[src/rtl/core/ctks_pkg.sv]
// ----------------------------------------------------------------------------
// ctks_pkg: shared types and constants of the cosine top-k search unit
// Table sizing, datapath widths, register indexes, op codes and the
// control structs passed between the sequencer and its helper units.
// ----------------------------------------------------------------------------
package ctks_pkg;

	// table sizing
	localparam int VOCAB_MAX = 1024;
	localparam int DIM_MAX   = 64;
	localparam int K_MAX     = 16;

	localparam int ROW_W  = $clog2(VOCAB_MAX);
	localparam int COL_W  = $clog2(DIM_MAX);
	localparam int ADDR_W = ROW_W + COL_W;
	localparam int KIDX_W = $clog2(K_MAX);
	localparam int KCNT_W = $clog2(K_MAX + 1);

	// element and arithmetic widths
	localparam int ELEM_W  = 16;
	localparam int PROD_W  = 2 * ELEM_W;
	localparam int ACC_W   = PROD_W + COL_W;
	localparam int SUM_W   = 37;
	localparam int SQIN_W  = SUM_W + 16;
	localparam int ROOT_W  = (SQIN_W + 1) / 2;
	localparam int QUO_W   = 16;
	localparam int NUM_W   = ELEM_W + 22;
	localparam int DSH_W   = ROOT_W + QUO_W;
	localparam int STEP_W  = 5;
	localparam int SCORE_W = 32;

	// configuration port
	localparam int CFG_IDX_W  = 2;
	localparam int CFG_DATA_W = 11;
	localparam int TOPK_W     = 5;
	localparam int VDIM_W     = 7;
	localparam int VCNT_W     = 11;

	localparam logic [CFG_IDX_W-1:0] CFG_TOP_K       = 2'd0;
	localparam logic [CFG_IDX_W-1:0] CFG_VECTOR_DIM  = 2'd1;
	localparam logic [CFG_IDX_W-1:0] CFG_VOCAB_COUNT = 2'd2;

	localparam logic [TOPK_W-1:0] TOP_K_RST       = 5'd10;
	localparam logic [VDIM_W-1:0] VECTOR_DIM_RST  = 7'd64;
	localparam logic [VCNT_W-1:0] VOCAB_COUNT_RST = 11'd1024;

	// op codes of an input item
	localparam logic OP_LOAD  = 1'b0;
	localparam logic OP_QUERY = 1'b1;

	// result status codes
	localparam logic ST_FOUND     = 1'b0;
	localparam logic ST_NOT_FOUND = 1'b1;

	// sqrt / divide unit commands
	typedef struct packed {
		logic start_sqrt;
		logic start_div;
	} sd_cmd_t;

	// best list commands
	typedef struct packed {
		logic clear;
		logic offer;
	} bl_cmd_t;

endpackage

[src/rtl/core/ctks_best_list.sv]
// ----------------------------------------------------------------------------
// ctks_best_list: sorted list of the best scores of one query
// Keeps up to k (score, row) pairs in descending order; an offered score
// goes ahead of equal scores already held.
// ----------------------------------------------------------------------------
module ctks_best_list (
	input  logic                               clk,
	input  logic                               arst_n,
	input  ctks_pkg::bl_cmd_t                  cmd,
	input  logic [ctks_pkg::KCNT_W-1:0]        k,
	input  logic signed [ctks_pkg::SCORE_W-1:0] score,
	input  logic [ctks_pkg::ROW_W-1:0]         index,
	input  logic [ctks_pkg::KIDX_W-1:0]        rd_sel,
	output logic [ctks_pkg::KCNT_W-1:0]        count,
	output logic signed [ctks_pkg::SCORE_W-1:0] rd_score,
	output logic [ctks_pkg::ROW_W-1:0]         rd_index
);
	import ctks_pkg::*;

	logic signed [SCORE_W-1:0] score_q [K_MAX];
	logic [ROW_W-1:0]          index_q [K_MAX];
	logic [KCNT_W-1:0]         count_q;
	logic [K_MAX-1:0]          ge;

	// entries at and after the insert point
	always_comb begin
		for (int i = 0; i < K_MAX; i++) begin
			ge[i] = (KCNT_W'(i) >= count_q) || (score >= score_q[i]);
		end
	end

	// fill count
	always_ff @(posedge clk or negedge arst_n) begin
		if (!arst_n) begin
			count_q <= '0;
		end else if (cmd.clear) begin
			count_q <= '0;
		end else if (cmd.offer && (count_q < k)) begin
			count_q <= count_q + KCNT_W'(1);
		end
	end

	// insert and shift down
	for (genvar gi = 0; gi < K_MAX; gi++) begin : g_entry
		if (gi == 0) begin : g_head
			always_ff @(posedge clk) begin
				if (cmd.offer && ge[gi]) begin
					score_q[gi] <= score;
					index_q[gi] <= index;
				end
			end
		end else begin : g_tail
			always_ff @(posedge clk) begin
				if (cmd.offer && ge[gi]) begin
					if (!ge[gi-1]) begin
						score_q[gi] <= score;
						index_q[gi] <= index;
					end else begin
						score_q[gi] <= score_q[gi-1];
						index_q[gi] <= index_q[gi-1];
					end
				end
			end
		end
	end

	assign count    = count_q;
	assign rd_score = score_q[rd_sel];
	assign rd_index = index_q[rd_sel];

endmodule

[config.mk]
export PLATFORM = sky130hd
export DESIGN_NAME = ctks_best_list
export DESIGN_NICKNAME = d
export VERILOG_FILES = /design/src/rtl/core/ctks_pkg.sv /design/src/rtl/core/ctks_best_list.sv
export SDC_FILE = /design/constraint.sdc
export NUM_CORES = 2
export LEC_CHECK = 0
export BUFFER_PORTS_ARGS = -buffer_cell sky130_fd_sc_hd__buf_2
export CORE_UTILIZATION = 30
export DETAILED_ROUTE_END_ITERATION = 8
export HOLD_SLACK_MARGIN = 0.12
export MAX_ROUTING_LAYER = met4
export SLEW_MARGIN = 20
export SYNTH_ARGS = -nofsm -noshare
export SYNTH_HDL_FRONTEND = slang
export SYNTH_SLANG_ARGS = --single-unit
[constraint.sdc]
create_clock -name clk -period 17.5 [get_ports clk]
set_input_delay 2.625 -clock clk [delete_from_list [all_inputs] [get_ports clk]]
set_output_delay 2.625 -clock clk [all_outputs]
set_load 0.005 [all_outputs]
Word level (Yosys, flattened, before mapping)
Memory sizes are Yosys's and may differ from the RTL's.
Index checks and enable logic that the tools add are counted.
- $mul: 0
- reductions and logical operators: 34
- muxes and demuxes: 124
- divide/modulo/power cells: 0
- bitwise operators: 30
- eq/ne operators: 0
- add/sub/neg operators: 1
- order comparisons: 33
- shifts and indexed selects: 0
- operators by type and width (cell ; number):
    $ge 32x32->1 ; 16
    $mux 32 ; 15
    $mux 10 ; 15
    $mux 1 ; 92
    $ge 4x5->1 const A ; 8
    $or 1x1->1 ; 30
    $ge 3x5->1 const A ; 4
    $logic_and 1x1->1 ; 17
    $logic_or 1x1->1 ; 16
    $ge 1x5->1 const A ; 2
    $ge 2x5->1 const A ; 2
    $mux 5 ; 2
    $add 5x1->5 const B ; 1
    $lt 5x5->1 ; 1
    $reduce_bool 2->1 ; 1
- memory bits (read-only): 0
- bits in registers: 5
- memories kept: 2
- bits in latches: 0
- RAM bits: 672
- input bits: 55
- memory list (name ; depth ; bits a word ; read ports ; clocked after memory_dff ; wr ports ; RTL line ; RTL):
    score_q ; 16 ; 32 ; 17 ; 0 ; 16 ; ctks_best_list.sv:20 ; logic signed [SCORE_W-1:0] score_q [K_MAX];
    index_q ; 16 ; 10 ; 16 ; 0 ; 16 ; ctks_best_list.sv:21 ; logic [ROW_W-1:0] index_q [K_MAX];

Depth between registers and ports, before layout
- depth in word-level cells: 6
- gate-level depth with buffers: 13

Worst setup path after synthesis
Ideal clock, no wire load.
- path kind: input to register
- start point: input score[0] (netlist bit)
- end point: memory index_q[6][0] (netlist bit), data pin
- cell stages on the path: 9
- arrival: 8.263 ns
- buffers on the path: 1
- slack: 8.978 ns
- library setup time: 0.260 ns
- cell sequence: inv_1 -> ha_1 -> nand4_1 -> nor4_1 -> a21oi_1 -> a311oi_1 -> a21boi_2 -> buf_2 -> mux2_2
- RTL lines (item ; RTL line ; RTL):
    from (decl) ; ctks_best_list.sv:11 ; input logic signed [ctks_pkg::SCORE_W-1:0] score,
    to (decl) ; ctks_best_list.sv:21 ;

Worst setup path in the final report
- start point: input rd_sel[1] (netlist bit)
- end point: output rd_score[31] (netlist bit)
- word-level cells in the longest chain between the ends: 1
- RTL lines (item ; RTL line ; RTL):
    from (decl) ; ctks_best_list.sv:13 ; input logic [ctks_pkg::KIDX_W-1:0] rd_sel,
    $mem_v2 16x32 ; -- ;
    to (decl) ; ctks_best_list.sv:15 ; output logic signed [ctks_pkg::SCORE_W-1:0] rd_score,
No other way between the ends.

==> out/metrics.yaml <==
outcome: "finished, violations left"
violations: "design-rule violations"
drt-initial-drc-count: 3273
grt_pass1_vias: 31300
rsz0062_at_grt: "no"
synth_flop_cell: "edfxtp_1"
gr-usage-all-layers: 0.205
slew_violations: 0
skew_ps: 48.3
ctsLongestPathBuffers: 3
hold_viol: 0
ys_seq_area_frac: 0.435
netlist_area_um2: 46600
cp_common_cell: "mux4_2"
relSlewSlack: 0.115
required_ps: 14880
reg2reg_slack_ps: 12310
firstDrtPassIters: 8
synth_top_area_share: 0.433
leakage_uw: 0.0211
vias: 31900
clock-sinks: 677
fin_cells: 5800
vias_per_cell: 5.49
crit_path_end_kind: "output pin"
syn_nets: 4163
cp_top_family: "buffers and inverters"
synth_seq_cells: 677
cts_hold_buf: 0
synth_area_leaders: "edfxtp_1 (43%), mux2_2 (14%), ha_1 (14%)"
grt_pass1_wl_um: 227000
peakVddDrop_mv: 0.0711
crit_fanout: 112
timing.critical_path.cells: "clkbuf_8 -> buf_4 -> mux4_2 -> mux4_2 -> buf_2"
post-route-period-util: 0.484
nNetsFinal: 4258
cts_tree: "done"
yosys_warnings: 0
place_inst: 5647
area_growth_pct: 12.2
antenna_found_initial: 11
power_density_nw_per_um2: 90.7
drt-total-wl_um: 158000
numCtsBuffers: 79
post-cts-setup-buffers: 0
clock_latency_ps: 720
ant_nets: 0
cpMaxStageDelayCell: "buf_4"
finalPower_uw: 4740
slowest_delay_ps: 890
die_x_um: 396
crit_type: "in -> out"
drive_gt1_frac: 0.305
clkTransAtPathRegs_ps: 60
final.min_clock_period_ps: 8470
num_rows: 144
start_kind: "input pin"
arrival_ps: 5850
dieArea_um2: 157000
io_pins: 102
ctsResizeCount: 0
drc_errors: 32
async_reset_ff_frac: 0.00739
hold_class: "reg -> reg"
syn_inst: 3589
numPortBuffers: 101
avgSynthCellArea_um2: 13.0
max_freq_mhz: 118
root_buffer: "clkbuf_16"
design.core.area_um2: 154000
tns_ps: 0
path_buf_inv: 3
initial_core_util: 0.302
routabilityCongestion: 0.955
synth_area_leader_cell: "edfxtp_1"
route.detailed.wl_per_inst_um: 27.3
overflow: 0
hpwl_um: 108000
die_h_um: 396
ctsHtreeMaxLevel: 3
synth_edf_count: 672
max_cap_viol_count: 0
worstMarginPinSlew_ps: 1320
synth_cell_types: 70
grt_max_degree: 113
setup_viol: 0
[final cells by class]
type / count / area, um2
Antenna cell: 13 / 32.5
Clock buffer: 94 / 2030
Clock inverter: 46 / 557
Fill cell: 15100 / 102000
Inverter: 518 / 1940
Multi-Input combinational cell: 2233 / 23800
Sequential cell: 677 / 20300
Tap cell: 2044 / 2560
Timing Repair Buffer: 175 / 1090
[final timing paths]
check	startpoint	depth (start not counted)	end
min in group asynchronous	arst_n	1	count[0]$_DFFE_PN0P_
worst max-delay path	rd_sel[1]	5	rd_score[31]
worst min register to register	index_q[12][3]$_DFFE_PP_	1	index_q[13][3]$_DFFE_PP_
max in group asynchronous	arst_n	1	count[1]$_DFFE_PN0P_
worst min-delay path	index_q[12][3]$_DFFE_PP_	1	index_q[13][3]$_DFFE_PP_
worst max register to register	score_q[0][14]$_DFFE_PP_	10	score_q[0][24]$_DFFE_PP_
[logic make-up (layout without fill, tap and decap cells)]
group	after synthesis	in the layout	share of synthesized area
xor gates and xnor gates	15	15	0.00298
adders and majority gates	519	519	0.139
and+or+nand+nor	410	410	0.0470
AOI/OAI and AO/OA	446	446	0.0595
DFF	677	677	0.435
other	0	13	0
muxes	843	843	0.256
buffers and inverters	679	833	0.0598
[metrics by stage]
stage	hold WS (ps)	util	cell area [um2]	worst slack, ps
after global placement	532	0.322	49700	9120
after floorplan	524	-	46600	8980
after CTS	570	0.339	52300	9040
final	568	0.339	52300	9030
after detailed placement	545	0.322	49700	9060
after global routing	584	0.339	52300	9000
[registers in the layout, indices dropped and copies added, names as in the netlist]
name / cells
index_q: 160
score_q: 512
count: 5
[where the power goes]
| part | total [uW] | switching (uW) | leakage, uW | internal [uW] |
|---|---|---|---|---|
| clock network | 1720 | 746 | 0.00126 | 970 |
| logic | 963 | 547 | 0.0132 | 416 |
| registers | 2060 | 108 | 0.00664 | 1960 |
| total | 4740 | 1400 | 0.0211 | 3340 |
[layout by cell type (no fill, tap or decap), drive strengths merged, types with 30 or more instances in the layout]
| cell | instances |
|---|---|
| a21o | 37 |
| a21oi | 224 |
| buf | 174 |
| clkbuf | 95 |
| clkinv | 36 |
| edfxtp | 672 |
| ha | 519 |
| inv | 519 |
| mux2 | 631 |
| mux4 | 210 |
| nand2 | 113 |
| nand3 | 45 |
| nand4 | 98 |
| nor2 | 45 |
| o211ai | 30 |
| o21ai | 60 |
[synth_stat cells (10+ instances only)]
| master | n |
|---|---|
| nand2_1 | 113 |
| buf_1 | 17 |
| mux2_1 | 27 |
| nor2_1 | 45 |
| nand3_1 | 45 |
| nand4_1 | 98 |
| a221o_1 | 12 |
| buf_2 | 31 |
| mux2_2 | 579 |
| and4_1 | 16 |
| clkbuf_1 | 80 |
| a221oi_1 | 18 |
| inv_1 | 518 |
| a21o_1 | 37 |
| edfxtp_1 | 672 |
| nor3_1 | 11 |
| mux2_4 | 25 |
| o211ai_1 | 30 |
| nor2b_1 | 16 |
| a211oi_1 | 17 |
| buf_4 | 12 |
| o21ai_0 | 59 |
| ha_1 | 519 |
| buf_6 | 21 |
| nor4_1 | 19 |
| xnor2_1 | 10 |
| mux4_2 | 210 |
| a21oi_1 | 223 |
[routing by layer]
metal  global-route usage  up-vias  part of all wire
met3               0.0388      269             0.078
li1                     -    13900                 -
met2                0.312     1330              0.45
met5                    -        -                 0
met1                0.267    16300              0.42
met4               0.0826        0             0.042
No activity file was read; power rests on OpenSTA's default activity.
