`src/rtl/core/ctks_pkg.sv`:
```
// ----------------------------------------------------------------------------
// ctks_pkg: shared types and constants of the cosine top-k search unit
// Table sizing, datapath widths, register indexes, op codes and the
// control structs passed between the sequencer and its helper units.
// ----------------------------------------------------------------------------
package ctks_pkg;

	// table sizing
	localparam int VOCAB_MAX = 1024;
	localparam int DIM_MAX   = 64;
	localparam int K_MAX     = 16;

	localparam int ROW_W  = $clog2(VOCAB_MAX);
	localparam int COL_W  = $clog2(DIM_MAX);
	localparam int ADDR_W = ROW_W + COL_W;
	localparam int KIDX_W = $clog2(K_MAX);
	localparam int KCNT_W = $clog2(K_MAX + 1);

	// element and arithmetic widths
	localparam int ELEM_W  = 16;
	localparam int PROD_W  = 2 * ELEM_W;
	localparam int ACC_W   = PROD_W + COL_W;
	localparam int SUM_W   = 37;
	localparam int SQIN_W  = SUM_W + 16;
	localparam int ROOT_W  = (SQIN_W + 1) / 2;
	localparam int QUO_W   = 16;
	localparam int NUM_W   = ELEM_W + 22;
	localparam int DSH_W   = ROOT_W + QUO_W;
	localparam int STEP_W  = 5;
	localparam int SCORE_W = 32;

	// configuration port
	localparam int CFG_IDX_W  = 2;
	localparam int CFG_DATA_W = 11;
	localparam int TOPK_W     = 5;
	localparam int VDIM_W     = 7;
	localparam int VCNT_W     = 11;

	localparam logic [CFG_IDX_W-1:0] CFG_TOP_K       = 2'd0;
	localparam logic [CFG_IDX_W-1:0] CFG_VECTOR_DIM  = 2'd1;
	localparam logic [CFG_IDX_W-1:0] CFG_VOCAB_COUNT = 2'd2;

	localparam logic [TOPK_W-1:0] TOP_K_RST       = 5'd10;
	localparam logic [VDIM_W-1:0] VECTOR_DIM_RST  = 7'd64;
	localparam logic [VCNT_W-1:0] VOCAB_COUNT_RST = 11'd1024;

	// op codes of an input item
	localparam logic OP_LOAD  = 1'b0;
	localparam logic OP_QUERY = 1'b1;

	// result status codes
	localparam logic ST_FOUND     = 1'b0;
	localparam logic ST_NOT_FOUND = 1'b1;

	// sqrt / divide unit commands
	typedef struct packed {
		logic start_sqrt;
		logic start_div;
	} sd_cmd_t;

	// best list commands
	typedef struct packed {
		logic clear;
		logic offer;
	} bl_cmd_t;

endpackage

```
`src/rtl/core/ctks_sqdiv.sv`:
```
// ----------------------------------------------------------------------------
// ctks_sqdiv: iterative square root and divider
// Integer square root of sum * 2^16, two bits per cycle, then one quotient
// bit per cycle of round(|v| * 2^22 / root) for each row element.
// ----------------------------------------------------------------------------
module ctks_sqdiv (
	input  logic                         clk,
	input  logic                         arst_n,
	input  ctks_pkg::sd_cmd_t            cmd,
	input  logic [ctks_pkg::SUM_W-1:0]   sum,
	input  logic [ctks_pkg::ELEM_W-1:0]  mag,
	output logic                         busy,
	output logic [ctks_pkg::QUO_W-1:0]   quotient
);
	import ctks_pkg::*;

	typedef enum logic [1:0] {
		SD_IDLE,
		SD_SQRT,
		SD_DIV
	} sd_state_t;

	sd_state_t          state_q;
	logic [STEP_W-1:0]  step_q;
	logic [SQIN_W-1:0]  x_q;
	logic [SQIN_W-1:0]  res_q;
	logic [NUM_W-1:0]   num_q;
	logic [QUO_W-1:0]   quo_q;

	logic [SQIN_W-1:0]  bit_w;
	logic [SQIN_W-1:0]  trial;
	logic [ROOT_W-1:0]  root;
	logic [DSH_W-1:0]   dsh;
	logic [DSH_W-1:0]   num_ext;

	// sqrt trial value for this digit
	assign bit_w   = SQIN_W'(1) << {step_q, 1'b0};
	assign trial   = res_q + bit_w;
	assign root    = res_q[ROOT_W-1:0];
	// shifted divisor for this quotient bit
	assign dsh     = DSH_W'(root) << step_q;
	assign num_ext = DSH_W'(num_q);

	always_ff @(posedge clk or negedge arst_n) begin
		if (!arst_n) begin
			state_q <= SD_IDLE;
			step_q  <= '0;
		end else begin
			case (state_q)
				SD_IDLE: begin
					if (cmd.start_sqrt) begin
						x_q     <= {sum, 16'd0};
						res_q   <= '0;
						step_q  <= STEP_W'(ROOT_W - 1);
						state_q <= SD_SQRT;
					end else if (cmd.start_div) begin
						num_q   <= (NUM_W'(mag) << 22) + NUM_W'(root[ROOT_W-1:1]);
						quo_q   <= '0;
						step_q  <= STEP_W'(QUO_W - 1);
						state_q <= SD_DIV;
					end
				end
				SD_SQRT: begin
					if (x_q >= trial) begin
						x_q   <= x_q - trial;
						res_q <= (res_q >> 1) + bit_w;
					end else begin
						res_q <= res_q >> 1;
					end
					if (step_q == '0) begin
						state_q <= SD_IDLE;
					end else begin
						step_q <= step_q - STEP_W'(1);
					end
				end
				SD_DIV: begin
					if (num_ext >= dsh) begin
						num_q <= num_q - dsh[NUM_W-1:0];
						quo_q <= quo_q | (QUO_W'(1) << step_q);
					end
					if (step_q == '0) begin
						state_q <= SD_IDLE;
					end else begin
						step_q <= step_q - STEP_W'(1);
					end
				end
				default: begin
					state_q <= SD_IDLE;
				end
			endcase
		end
	end

	assign busy     = (state_q != SD_IDLE);
	assign quotient = quo_q;

endmodule

```
`config.mk`:
```
export PLATFORM = sky130hd
export DESIGN_NAME = ctks_sqdiv
export DESIGN_NICKNAME = d
export VERILOG_FILES = /design/src/rtl/core/ctks_pkg.sv /design/src/rtl/core/ctks_sqdiv.sv
export SDC_FILE = /design/constraint.sdc
export NUM_CORES = 1
export LEC_CHECK = 0
export ABC_AREA = 0
export CAP_MARGIN = 20
export CORE_ASPECT_RATIO = 1.2
export CORE_UTILIZATION = 25
export CTS_CLUSTER_SIZE = 16
export DETAILED_ROUTE_END_ITERATION = 10
export DONT_BUFFER_PORTS = 1
export REMOVE_ABC_BUFFERS = 1
export SETUP_SLACK_MARGIN = 0.05
export SLEW_MARGIN = 10
export SYNTH_ARGS = -nofsm -noshare
export SYNTH_HDL_FRONTEND = slang
export SYNTH_SLANG_ARGS = --single-unit
```
`constraint.sdc`:
```
create_clock -name clk -period 20.7 [get_ports clk]
set_input_delay 1.035 -clock clk [delete_from_list [all_inputs] [get_ports clk]]
set_output_delay 1.035 -clock clk [all_outputs]
set_load 0.05 [all_outputs]
```
; ---- Word level (Yosys, flattened, before mapping)
; Index checks and enable logic that the tools add are counted.
[word_totals]
register_bits = 167
latch_bits = 0
mem_bits_rw = 0
mem_bits_ro = 0
inputBits = 57
output_inout_bits = 17
word_cells = 62
memories = 0
[classes]
add_sub_neg = 6
multipliers = 0
div = 0
order_cmp = 2
n_eq_ne = 10
shifts = 3
muxes = 22
bitwise = 1
n_reduce_logical = 12
[ops]
columns = operator, n
row1 = $mux W53, 4
row2 = $pmux W53 S2, 2
row3 = $mux W38, 3
row4 = $pmux W38 S2, 1
row5 = $add A52 B53 Y53, 1
row6 = $add A53 B53 Y53, 1
row7 = $ge A53 B53 Y1, 1
row8 = $shl A1 B6 Y53 const A, 1
row9 = $sub A53 B53 Y53, 1
row10 = $mux W16, 3
row11 = $ge A38 B43 Y1, 1
row12 = $shl A27 B5 Y43, 1
row13 = $add A38 B26 Y38, 1
row14 = $sub A38 B38 Y38, 1
row15 = $pmux W16 S2, 1
row16 = $or A16 B16 Y16, 1
row17 = $shl A1 B5 Y16 const A, 1
row18 = $mux W5, 3
row19 = $ne A2 B2 Y1 const B, 6
row20 = $pmux W5 S2, 1
row21 = $reduce_bool A2 Y1, 4
row22 = $mux W2, 3
row23 = $reduce_and A3 Y1, 2
row24 = $logic_not A5 Y1, 1
row25 = other kinds (11), 11

; ---- Depth between registers and ports, before layout
[depth]
ltp_word = 5
depth_mapped = 32
mapped_depth_nobuf = 27

; ---- Worst setup path after synthesis
; No wires, ideal clock.
[synth_timing]
kind = register to register
startpoint = reg step_q[0]
endpoint = reg x_q[0] (enable)
setup_ns = 0.545
arrival_ns = 9.613
t_required_ns = 20.155
slack_ns = 10.542
stages_incl_launch_ff = 31
path_buffers = 5
period_less_slack_ns = 10.158
cell_sequence = dfrtp_1 -> buf_1 -> clkbuf_1 -> inv_1 -> ha_1 -> nand2_1 -> nor2_1 -> ha_1 -> a31o_2 -> a31oi_1 -> o21ai_1 -> a21oi_1 -> o21ai_1 -> a31o_2 -> a21o_1 -> a31o_2 -> a31oi_1 -> xor2_1 -> ha_1 -> clkbuf_1 -> nand2_1 -> o21a_1 -> a21oi_1 -> nand2b_1 -> o211ai_1 -> nand2_1 -> a31o_2 -> a311oi_2 -> buf_2 -> buf_2 -> a21boi_0
[synth_via]
elab_chain_cells = 5
[synth_rtl]
columns = element, line
row1 = from (decl), ctks_sqdiv.sv:24  ; logic [STEP_W-1:0] step_q;
row2 = from (signal assigned), ctks_sqdiv.sv:54  ; step_q <= STEP_W'(ROOT_W - 1);
row3 = from (signal assigned), ctks_sqdiv.sv:59  ; step_q <= STEP_W'(QUO_W - 1);
row4 = from (signal assigned), ctks_sqdiv.sv:73  ; step_q <= step_q - STEP_W'(1);
row5 = $shl A1 B6 Y53, ctks_sqdiv.sv:37  ; assign bit_w = SQIN_W'(1) << {step_q, 1'b0};
row6 = $add A53 B53 Y53, ctks_sqdiv.sv:38  ; assign trial = res_q + bit_w;
row7 = $ge A53 B53 Y1, ctks_sqdiv.sv:64  ; if (x_q >= trial) begin
row8 = $ne A2 B2 Y1 (no line), --
row9 = $reduce_and A4 Y1 (no line), --
row10 = to (signal assigned), ctks_sqdiv.sv:52  ; x_q <= {sum, 16'd0};
row11 = to (signal assigned), ctks_sqdiv.sv:65  ; x_q <= x_q - trial;
row12 = to (decl), ctks_sqdiv.sv:25  ; logic [SQIN_W-1:0] x_q;
; No other way between the ends.
; A chain may end at the register's enable or synchronous reset.

; ---- Worst setup path in the final report
[layout_timing]
startpoint = reg step_q[1]
endpoint = reg x_q[50] (data pin)
[layout_via]
elab_chain_cells = 5
[layout_rtl]
columns = element, line
row1 = $shl A1 B6 Y53, ctks_sqdiv.sv:37
row2 = $add A53 B53 Y53, ctks_sqdiv.sv:38
row3 = $sub A53 B53 Y53, ctks_sqdiv.sv:65
row4 = $mux W53, ctks_sqdiv.sv:64
row5 = $pmux W53 S2, ctks_sqdiv.sv:49  ; case (state_q)
; No other way between the ends. The select of a mux whose other input is x is not followed.

==> impl_results.md <==
* Synthesized area per cell at 8.55 um2
* Die Span Y at 299 um
* Layout net count at 2278
* Slew Viols, Final at 0
* RePlAce Congestion at 0.934
* Multi-input gate area at 12700 um2
* Critical Path RT at 20920 ps
* I/O Buffers at 0
* Initial Util at 0.253
* H-tree depth at 4
* Max incr delay on CP at 860 ps
* Peak Freq at 132 MHz
* Met1 Wirelength at 24.5 mm
* Total CTS buffers at 17
* Worst R2R Setup Slack at 13150 ps
* Row cnt at 108
* RSZ-0062 raised after global routing: false
* Total grt overflow at 0
* Number of global-route vias before repair at 15100
* 1st-pass router iterations at 5
* Pre-CTS setup slack at 13350 ps
* Core Util, Final at 0.273
* CTS resizes at 0
* Number of hold buffers added after cts at 0
* Crit path max fanout at 38
* Kind of start point of the critical path: flop
* PD cells at 150 nW/um2
* Number of antenna violations at the first check in global routing at 2
* Die X at 249 um
* Area growth from synthesis to layout at 7.71%
* Maximum clock path buffer count at 2
* WL/cell at 18.8 um
* Fraction of registers with async set or reset after synthesis at 0.0419
* First-pass GRT wire length at 87.9 mm
* Placeable Area at 72400 um2
* Power, Total at 2.97 mW
* DP HPWL at 43.2 mm
* Largest net degree at the start of global routing at 59
* Tmin final at 7550 ps
* DRT Wirelength at 56.7 mm
* CTS root buf: clkbuf_16
* Post-synth top area share at 0.262
* Hold Fails Final Rpt at 0
* Setup Skew at 16.5 ps
* Max-capacitance violation count at 0
* Crit path DAT at 7770 ps
* Leakage at 7.29 nW
* Most frequent cell after synthesis: nand2_1
* Max VDD drop at 0.0795 mV
* Top-level port count at 74
* Clk sinks at 167
* CP max-delay cell: a2111oi_0
* Clk_lat worst skew at 500 ps
* Synth area leaders: edfxtp_1, ha_1, a21oi_1, nand2_1, xnor2_1
* Final setup fails at 0
* Post-synthesis register bit count at 167
* DR iter-0 viols at 1352
* DR top layer: met5
* Area leader, netlist: edfxtp_1
* Status: finished clean
* Final worst-path cycle share at 0.365
* Setup TNS at 0 ps
* Critical Path Sink Type: flop
* # diodes at 0
* FILL cells at 7800
* Post-Syn Area at 18300 um2
* Die area at 74400 um2
* Slew HR at 0.361
* EDFF count, synth at 160
* Postcts setup bufs at 0
* Synthesis Warnings at 0
* Vias at 15900
* Commonest cells in the synthesized netlist: nand2_1, nor2_1, a21oi_1, edfxtp_1, ha_1
* Area occupied by registers at 4980 um2
* WHS at 220 ps
* Layout cells sized above 1 at 0.0917
* Met2 routed WL at 26.6 mm
* TritonCTS clock tree: yes
* DRC at 0
* Cell variety after synth at 98
* Clock transition at the registers of the reported paths at 80 ps
* Worst-Margin Slew at 934 ps
* GRT Total Usage at 0.151
* Post-DRT Antenna Nets at 0
* Via density at 5.28
* Main synth FF type: edfxtp_1
* Critical path class: reg -> reg
* Final worst slack at 13150 ps
* HP Class: in -> async
* Met3 WL post-DR at 3.18 mm
* Sequential cell area fraction in the yosys report at 0.272
* Cells after Synth at 2143
-- cell type report --
class,count,area share
well taps,935,0.0593
multi-input cells,1803,0.644
clock buffers,19,0.0219
flip-flops and latches,167,0.252
clock inverters,13,0.00425
inverters,64,0.0122
repair buffers,16,0.00608
-- critical path, delay by kind of cell (launching register included) --
kind | cells | cell delay (ps)
xor gates and xnor gates | 2 | 460
and+or+nand+nor | 7 | 1710
adders and majority gates | 4 | 1110
DFF | 1 | 320
AOI/OAI and AO/OA | 10 | 2590
muxes | 1 | 310
buffers and inverters | 2 | 760
-- flip-flops by register name, indices dropped and copies added (netlist names) --
signal    flops
res_q        53
x_q          53
num_q        38
quotient     16
step_q        5
state_q       2
-- power breakdown --
part	leakage (nW)	total (mW)	switching, mW	internal [mW]
Combinational	5.46	2.02	1.24	0.787
Sequential	1.58	0.640	0.121	0.520
Clock	0.246	0.306	0.155	0.152
-- routing by layer --
layer	vias to the layer above	track usage
met5	-	0
met4	2	0.0729
met3	99	0.0294
met2	506	0.249
met1	7471	0.188
li1	7856	-
-- cell families after synthesis --
family,count (synthesis),synth area share
adder cells (fa/ha/maj),157,0.108
buffers and inverters,173,0.0378
XOR/XNOR,166,0.0808
AND/OR/NAND/NOR,698,0.183
multiplexers,120,0.0808
flip-flops,167,0.272
AO/OA/AOI/OAI,662,0.238
-- path summary, 6_finish.rpt --
path	endpoint	startpoint	depth (start not counted)
worst max-delay path	x_q[50]	step_q[1]	26
worst min-delay path	step_q[4]	arst_n	0
worst max register to register	x_q[50]	step_q[1]	26
worst min register to register	state_q[1]	state_q[1]	2
max in group asynchronous	step_q[0]	arst_n	0
min in group clk	state_q[1]	state_q[1]	2
-- per-stage QoR --
step           instance area (um2)  std cells
6_report                     19700       3017
5_1_grt                      19700       3017
4_1_cts                      19700       3017
3_5_place_dp                 19200       2985
3_3_place_gp                 19200       2985
2_1_floorplan                17900       2034
-- layout by cell type (no fill, tap or decap), types with 17 or more instances in the layout --
master,synthesis,final
nand2_1,228,228
nor2_1,191,191
a21oi_1,173,172
edfxtp_1,160,160
ha_1,149,147
o21ai_0,144,144
xnor2_1,88,88
xor2_1,76,76
mux2_2,60,60
inv_1,61,59
a21o_1,59,59
a31oi_1,55,55
mux2i_1,43,43
nand2b_1,41,41
nand3_1,40,40
nor2b_1,33,32
nand4_1,30,30
a211oi_1,30,30
nor3_1,27,27
o21bai_1,25,25
and3_1,25,25
or3_1,18,18
a31o_2,17,17
clkbuf_16,0,17
(Power assumes the default switching activity.)
